$ cat src/rtl/core/fwtt_pkg.sv
package fwtt_pkg;

	localparam int TAG_W   = 16;
	localparam int KEY_W   = 64;
	localparam int META_W  = 35;
	localparam int PAY_W   = 64;
	localparam logic signed [15:0] SCORE_MAX = 16'sd32760;
	localparam logic signed [15:0] SCORE_MIN = -16'sd32760;

	typedef enum logic [1:0] {
		OP_PROBE  = 2'd0,
		OP_STORE  = 2'd1,
		OP_NEWSRC = 2'd2,
		OP_NOP    = 2'd3
	} op_t;

	localparam logic [1:0] BOUND_NONE  = 2'd0;
	localparam logic [1:0] BOUND_UPPER = 2'd1;
	localparam logic [1:0] BOUND_LOWER = 2'd2;
	localparam logic [1:0] BOUND_EXACT = 2'd3;

	typedef struct packed {
		logic [1:0]         operation;
		logic [63:0]        position_key;
		logic signed [7:0]  search_depth;
		logic signed [15:0] window_low;
		logic signed [15:0] window_high;
		logic signed [15:0] new_score;
		logic signed [15:0] new_eval;
		logic [1:0]         new_bound;
		logic [31:0]        new_move;
		logic               new_is_pv;
	} req_t;

	typedef struct packed {
		logic               found;
		logic               cutoff;
		logic signed [15:0] stored_score;
		logic signed [15:0] stored_eval;
		logic [31:0]        stored_move;
		logic               stored_pv;
	} rsp_t;

	// replacement score: fits in 11 signed bits (2*255 + 36)
	function automatic logic signed [10:0] repl_score(input logic [META_W-1:0] m,
			input logic signed [7:0] depth, input logic [7:0] age);
		logic signed [10:0] s;
		s = (m[34:27] == age) ? 11'sd0 : 11'sd32;
		s = s + 11'(2 * (11'(depth) - 11'($signed(m[23:16]))));
		s = s + ((m[25:24] == BOUND_EXACT) ? 11'sd0 : 11'sd4);
		s = s - (m[26] ? 11'sd2 : 11'sd0);
		return s;
	endfunction

	function automatic logic signed [15:0] clamp(input logic signed [15:0] v);
		if (v > SCORE_MAX) return SCORE_MAX;
		if (v < SCORE_MIN) return SCORE_MIN;
		return v;
	endfunction

endpackage

$ cat src/rtl/core/fwtt_if.sv
interface fwtt_req_if;
	import fwtt_pkg::*;
	logic valid;
	logic ready;
	req_t data;
	modport source (output valid, output data, input ready);
	modport sink (input valid, input data, output ready);
endinterface


$ cat src/rtl/core/fwtt_front.sv
module fwtt_front #(
	parameter int DEPTH = 2
) (
	input  logic clk,
	input  logic arst_n,
	fwtt_req_if.sink in_ch,
	input  logic pop,
	output logic avail,
	output fwtt_pkg::req_t head
);
	import fwtt_pkg::*;

	localparam int PW = (DEPTH > 1) ? $clog2(DEPTH) : 1;

	req_t q_mem [DEPTH];
	logic [PW-1:0] wp_q, rp_q;
	logic [PW:0] cnt_q;
	logic push;
	req_t cln;

	assign in_ch.ready = (cnt_q != (PW+1)'(DEPTH));
	assign push = in_ch.valid && in_ch.ready;
	assign avail = (cnt_q != '0);
	assign head = q_mem[rp_q];

	// classify: clamp payload at entry
	always_comb begin
		cln = in_ch.data;
		cln.new_score = clamp(in_ch.data.new_score);
		cln.new_eval = clamp(in_ch.data.new_eval);
	end

	always_ff @(posedge clk) begin
		if (push) q_mem[wp_q] <= cln;
	end

	always_ff @(posedge clk or negedge arst_n) begin
		if (!arst_n) begin
			wp_q <= '0;
			rp_q <= '0;
			cnt_q <= '0;
		end else begin
			if (push) wp_q <= (wp_q == PW'(DEPTH-1)) ? '0 : wp_q + 1'b1;
			if (pop) rp_q <= (rp_q == PW'(DEPTH-1)) ? '0 : rp_q + 1'b1;
			cnt_q <= cnt_q + (PW+1)'(push) - (PW+1)'(pop);
		end
	end
endmodule

$ cat src/flat_wrapper.sv
// flat-port wrapper written by rule: the top's interface ports become plain ports
module fwtt_front_flat import fwtt_pkg::*;
#(
	parameter int DEPTH = 2
)
  (clk, arst_n, pop, avail, head, in_ch_valid, in_ch_data, in_ch_ready);
  fwtt_req_if in_ch_i ();
  input  logic clk;
  input  logic arst_n;
  input  logic pop;
  output logic avail;
  output fwtt_pkg::req_t head;
  input wire logic [$bits(in_ch_i.valid)-1:0] in_ch_valid;
  input wire logic [$bits(in_ch_i.data)-1:0] in_ch_data;
  output wire logic [$bits(in_ch_i.ready)-1:0] in_ch_ready;
  assign in_ch_i.valid = in_ch_valid;
  assign in_ch_i.data = in_ch_data;
  assign in_ch_ready = in_ch_i.ready;
  fwtt_front #(.DEPTH(DEPTH)) u_core (.clk(clk), .arst_n(arst_n), .in_ch(in_ch_i), .pop(pop), .avail(avail), .head(head));
endmodule
$ cat config.mk
export PLATFORM = sky130hd
export DESIGN_NAME = fwtt_front_flat
export DESIGN_NICKNAME = d
export VERILOG_FILES = /design/src/rtl/core/fwtt_pkg.sv /design/src/rtl/core/fwtt_if.sv /design/src/rtl/core/fwtt_front.sv /design/src/flat_wrapper.sv
export SDC_FILE = /design/constraint.sdc
export NUM_CORES = 1
export LEC_CHECK = 0
export BUFFER_PORTS_ARGS = -buffer_cell sky130_fd_sc_hd__clkbuf_2
export CORE_ASPECT_RATIO = 1.75
export CORE_MARGIN = 2
export CORE_UTILIZATION = 25
export DETAILED_ROUTE_END_ITERATION = 8
export HOLD_SLACK_MARGIN = 0.15
export SLEW_MARGIN = 20
export SYNTH_ARGS = -nofsm -noshare
export SYNTH_HDL_FRONTEND = slang
export SYNTH_SLANG_ARGS = --single-unit
$ cat constraint.sdc
create_clock -name clk -period 24.6 [get_ports clk]
set_input_delay 4.92 -clock clk [delete_from_list [all_inputs] [get_ports clk]]
set_output_delay 4.92 -clock clk [all_outputs]
set_load 0.03 [all_outputs]
After elaboration in Yosys (flattened, before gate mapping)
Memories as Yosys holds them, arrays and structs flattened.
Index checks and enable logic that the tools add are counted.
{ "classes": {"n_addsub": 4, "n_lt_le_gt_ge": 4, "eq_ne": 1, "n_mux": 18, "n_reduce_logical": 2} }
{ "ops": {"columns": ["cell", "n"], "rows": [
  ["2-to-1 mux 16 bit", 8],
  ["> comparator 16 bit (second input constant)", 2],
  ["< comparator 16 bit (second input constant)", 2],
  ["2-to-1 mux 1 bit", 10],
  ["adder 1 bit (second input constant)", 2],
  ["adder 2 x 1 -> 2 bit", 1],
  ["inequality test 2 bit (second input constant)", 1],
  ["nonzero test 2 bit", 1],
  ["subtractor 2 x 1 -> 2 bit", 1],
  ["logical AND 1 bit", 1]
]} }
{ "word_totals": {"register_bits": 4, "ram_bits": 346, "in_bits": 177, "out_inout_bits": 175, "elab_cells": 33, "memories": 1} }
{ "memory_table": {"columns": ["memory", "words", "word_bits", "read_ports", "rd_clocked_by_memory_dff", "write_ports", "line_no", "source"], "rows": [
  ["u_core.q_mem", 2, 173, 1, 0, 1, "fwtt_front.sv:15", "req_t q_mem [DEPTH];"]
]} }

Longest topological paths before layout
{ "logic_depth": {"ltp_word": 5, "depth_mapped": 6, "ltp_nobuf": 6} }

Least setup slack after synthesis
No wires, ideal clock.
{ "synth_path": {"kind": "input to register", "start": "input in_ch_valid", "end": "memory u_core.q_mem[0][0] in the netlist's numbering (enable)", "arrival_ps": 12197, "path_slack_ps": 11694, "cell_stages": 2, "path_buffers": 0, "path_cell_list": "nand2_1 > nor2_1"} }
{ "synth_via": {"elab_chain_len": 3} }
{ "synth_rtl": {"columns": ["element", "line_no", "source"], "rows": [
  ["from (decl)", "flat_wrapper.sv:13", "input wire logic [$bits(in_ch_i.valid)-1:0] in_ch_valid;"],
  ["logical AND 1 bit", "fwtt_front.sv:22", "assign push = in_ch.valid && in_ch.ready;"],
  ["2-to-1 mux 1 bit", "fwtt_front.sv:34", "if (push) q_mem[wp_q] <= cln;"],
  ["2-to-1 mux 1 bit (not written as such)", "fwtt_front.sv:34", null],
  ["to (decl)", "fwtt_front.sv:15", null]
]} }
No other way between the ends.

==> flow_results.org <==
** Setup path
- Maximum single-stage delay on the critical path :: 0.90 ns
- Reg-to-reg startpoint :: u_core.cnt_q[1]$_DFF_PN0_
- The critical path starts at u_core.rp_q$_DFFE_PN0P_.
- The worst register-to-register path has a depth of 5.
- STA puts the critical path data required time at 19.68 ns.
- Worst-path cell chain :: buf_4, mux2_2, clkbuf_2
- Worst endpoint data arrival time :: 2.91 ns
- In this run the worst path has a maximum fanout of 62.
- Following the worst setup path forward leads to its endpoint at head[113].
- The critical path is of the flop to primary output type.
- The slowest stage of the critical path belongs to the cell sky130_fd_sc_hd__dfrtp_4.
- Setup slack on the worst reg-to-reg path comes out at 21.89 ns.
- Critical path launch point type :: flop
- Reg-to-Reg End :: u_core.q_mem[0][73]$_DFFE_PP_
- Critical path endpoint category :: primary output

** Timing
- Setup violations remaining at the end of the flow were counted as 0.
- Measured against its own limit, the worst slew margin works out to 0.255.
- Static timing analysis puts the maximum clock frequency at 128 MHz.
- Sum Neg Setup Slack :: 0 ns
- Least setup slack across all paths after layout :: 16.77 ns
- Shortest period the worst path allows :: 7.83 ns
- Setup repair after global routing left no endpoint under its margin.
- Setup clock skew after layout :: 0.0114 ns
- Endpoints failing hold :: 0
- Period Utilization, post-route :: 0.318
- The final max-slew violation count is 0.
- For the pin with the worst max-slew slack, the measured transition is 1.11 ns.

** Synth
- Share of synthesized cell area in full adder, half adder and majority cells :: 0.00377
- The share of synthesized area in the top cell type comes to 0.783.
- Number of synthesized flops with an enable pin :: 346
- Yosys reg bits :: 350
- Post-Synth Simple-Gate Area :: 0.0171
- Most frequently used cell type in the post-synthesis netlist :: sky130_fd_sc_hd__edfxtp_1
- Post-synthesis share of cell area spent on xor and xnor gates :: 0.00264
- Of the synthesized area, sequential elements account for 0.790.
- For this run, asynchronously set or reset flops after synthesis account for 0.0114.
- The synthesized netlist occupies a cell area of 13300 um^2.
- Post-synthesis compound-gate area fraction :: 0.0213
- Main flop type after synthesis :: sky130_fd_sc_hd__edfxtp_1
- Instance count of the mapped netlist :: 644
- Main combinational cell family by area after synthesis :: multiplexers
- Number of nets in the synthesized netlist :: 825
- Number of different library cells in the post-synthesis netlist :: 25
- Top cell type by total area after synthesis :: sky130_fd_sc_hd__edfxtp_1
- After synthesis, the cell types taking the most area are sky130_fd_sc_hd__edfxtp_1 (78%), sky130_fd_sc_hd__mux2_2 (15%), sky130_fd_sc_hd__o22ai_2 (1.9%).
- The portion of synthesized area spent on multiplexers is 0.147.
- The average instance in the mapped netlist occupies 20.6 um^2.
- Most numerous cell types in the synthesized netlist :: sky130_fd_sc_hd__edfxtp_1 (346), sky130_fd_sc_hd__mux2_2 (173), sky130_fd_sc_hd__inv_1 (27)
- During synthesis, Yosys emitted a total of 0 warnings.

** Clock tree
- Number of clock buffers inserted by TritonCTS :: 34
- Once the clock tree was built, the setup fixing pass inserted 0 buffers.
- No sink is reached through more buffers than the 3 on the longest clock path.
- Clock tree root buffer cell :: sky130_fd_sc_hd__clkbuf_16
- Clock latency on the worst-skew pair :: 0.52 ns
- Counting every sink on the clock net gives 350.
- Max H-tree Level :: 2
- CTS clk-pin slew, worst paths :: 0.06 ns
- Number of instances resized during post-cts repair :: 0
- Number of hold buffers added after cts :: 0
- Clock tree from TritonCTS :: yes

** Power and ir drop
- Power Dens Cells :: 126 nW/um^2
- Worst IR drop on VDD :: 0.0000785 V
- Leakage dissipation :: 6.32 nW

** Global route
- The first global-routing pass estimated 44700 um of wire.
- Overflow left after global routing :: 0
- The initial antenna violation count is 3.
- Total GRT Usage :: 0.109
- Entering global routing, the biggest net connects 65 pins.
- The via count of the first global-routing pass is 7785.

** Floorplanning
- Die Span Y :: 309 um
- Standard cell core area :: 52400 um^2
- The die covers 55000 um^2.
- In this run the count of I/O pins placed on the die edge is 352.
- The die is 178 um wide.
- Initial standard-cell utilization of the core :: 0.253
- FP Rows :: 111

** Place
- Input and output buffers added on the ports amount to 351.
- Before CTS, the worst setup slack after placement is 17.27 ns.
- Last weighted congestion value of the routability-driven placer :: 0.788
- Placed standard-cell area :: 15800 um^2
- Half-perimeter wire length after placement :: 22200 um

** Layout
- In the final layout, the share of cells above drive strength 1 is 0.594.
- Final layout net count :: 1192
- The filler cells instantiated in the layout total 5111.
- The sequential cells in the finished layout cover a total of 10500 um^2.
- Multi-input combinational cell area :: 2570 um^2
- Post-layout utilization of the core :: 0.323
- Layout-stage area growth over the synthesis result :: 27.4%
- Cell area after layout :: 16900 um^2

** Routing
- Pre-Repair DR Iteration Count :: 4
- The routed layout has 7111 vias.
- Post-DR wirelength/cell :: 18.3 um
- The count of nets left with antenna violations once routing finished came out at 0.
- Routed Wire Length :: 31400 um
- DRC violations left :: 0
- Detailed-route vias per instance :: 4.14
- Initial DRC Count :: 318

** Status
- The run finished with clean final reports.

** Min path
- The worst hold path belongs to the class flop to flop.

** Run
- Number of violations of the max-capacitance limit :: 0
[flip-flops by register name, summed over array words and instances (netlist names)]
name          cells
u_core.wp_q       1
u_core.q_mem    346
u_core.rp_q       1
u_core.cnt_q      2
[through the flow]
stage	power [W]	cells	hold slack [ns]
after floorplan	0.00144	644	0.460
after global placement	0.00164	1653	0.537
after detailed placement	0.00165	1653	0.553
after CTS	0.00217	1712	0.561
after global routing	0.00223	1716	0.588
final	0.00213	1717	0.553
[placed cells by master, fill, tap and decap left out, types with 2 or more instances in the layout]
cell / netlist / layout
sky130_fd_sc_hd__clkbuf_2: 0 / 351
sky130_fd_sc_hd__diode_2: 0 / 5
sky130_fd_sc_hd__clkbuf_16: 0 / 35
sky130_fd_sc_hd__o22ai_2: 20 / 20
sky130_fd_sc_hd__inv_1: 27 / 27
sky130_fd_sc_hd__xnor2_1: 3 / 3
sky130_fd_sc_hd__edfxtp_1: 346 / 346
sky130_fd_sc_hd__or2_2: 3 / 3
sky130_fd_sc_hd__bufinv_16: 0 / 3
sky130_fd_sc_hd__nor4_1: 6 / 6
sky130_fd_sc_hd__clkinv_2: 0 / 6
sky130_fd_sc_hd__dfrtp_1: 4 / 3
sky130_fd_sc_hd__inv_6: 0 / 2
sky130_fd_sc_hd__nand3_1: 4 / 4
sky130_fd_sc_hd__o21ba_2: 2 / 2
sky130_fd_sc_hd__nand4b_1: 2 / 2
sky130_fd_sc_hd__or4_1: 2 / 2
sky130_fd_sc_hd__and3b_2: 6 / 6
sky130_fd_sc_hd__nand2_1: 5 / 5
sky130_fd_sc_hd__nand4_1: 2 / 2
sky130_fd_sc_hd__mux2_2: 173 / 173
sky130_fd_sc_hd__buf_4: 0 / 7
sky130_fd_sc_hd__clkinv_1: 0 / 2
sky130_fd_sc_hd__o22ai_1: 2 / 2
sky130_fd_sc_hd__clkbuf_1: 7 / 10
sky130_fd_sc_hd__ha_1: 4 / 4
[how the worst min path moves through the flow]
stage | endpoint | from | depth (start not counted)
2_1_floorplan | u_core.wp_q$_DFFE_PN0P_ | u_core.wp_q$_DFFE_PN0P_ | 1
3_3_place_gp | u_core.wp_q$_DFFE_PN0P_ | u_core.wp_q$_DFFE_PN0P_ | 1
3_5_place_dp | u_core.wp_q$_DFFE_PN0P_ | u_core.wp_q$_DFFE_PN0P_ | 1
4_1_cts | u_core.wp_q$_DFFE_PN0P_ | u_core.wp_q$_DFFE_PN0P_ | 1
5_1_grt | u_core.wp_q$_DFFE_PN0P_ | u_core.wp_q$_DFFE_PN0P_ | 1
6_report | u_core.wp_q$_DFFE_PN0P_ | u_core.wp_q$_DFFE_PN0P_ | 1
[cells by family (layout without fill, tap and decap cells)]
group                    count (synthesis)  count (layout)
flip-flops                             350             350
multiplexers                           173             173
buffers and inverters                   54             444
AND/OR/NAND/NOR                         35              35
AO/OA/AOI/OAI                           24              24
adder cells (fa/ha/maj)                  4               4
XOR/XNOR                                 4               4
other                                    0               5
[layout make-up]
class,count,share of cell area
Sequential cell,350,0.621
Multi-Input combinational cell,240,0.152
Timing Repair Buffer,358,0.107
Clock buffer,46,0.0548
Tap cell,678,0.0502
Clock inverter,13,0.00858
Inverter,27,0.00599
Antenna cell,5,0.000740
[where the power goes]
group          internal (W)  switching, W
logic              0.000243      0.000506
registers          0.000820     0.0000506
clock network      0.000297      0.000215
total               0.00136      0.000771
[routing by layer]
layer  GRT usage  part of all wire  vias up
met4      0.0677             0.056        0
met5           0                 0        -
li1            -                 -     3281
met2       0.212              0.55      283
met1      0.0967              0.32     3465
met3      0.0290             0.073       82
[critical path, delay by kind of cell, from the launching register on]
kind                   cells  cell delay [ns]
muxes                      1             0.42
DFF                        1             0.90
buffers and inverters      2             0.93
Power figures use the tool's default switching activity.
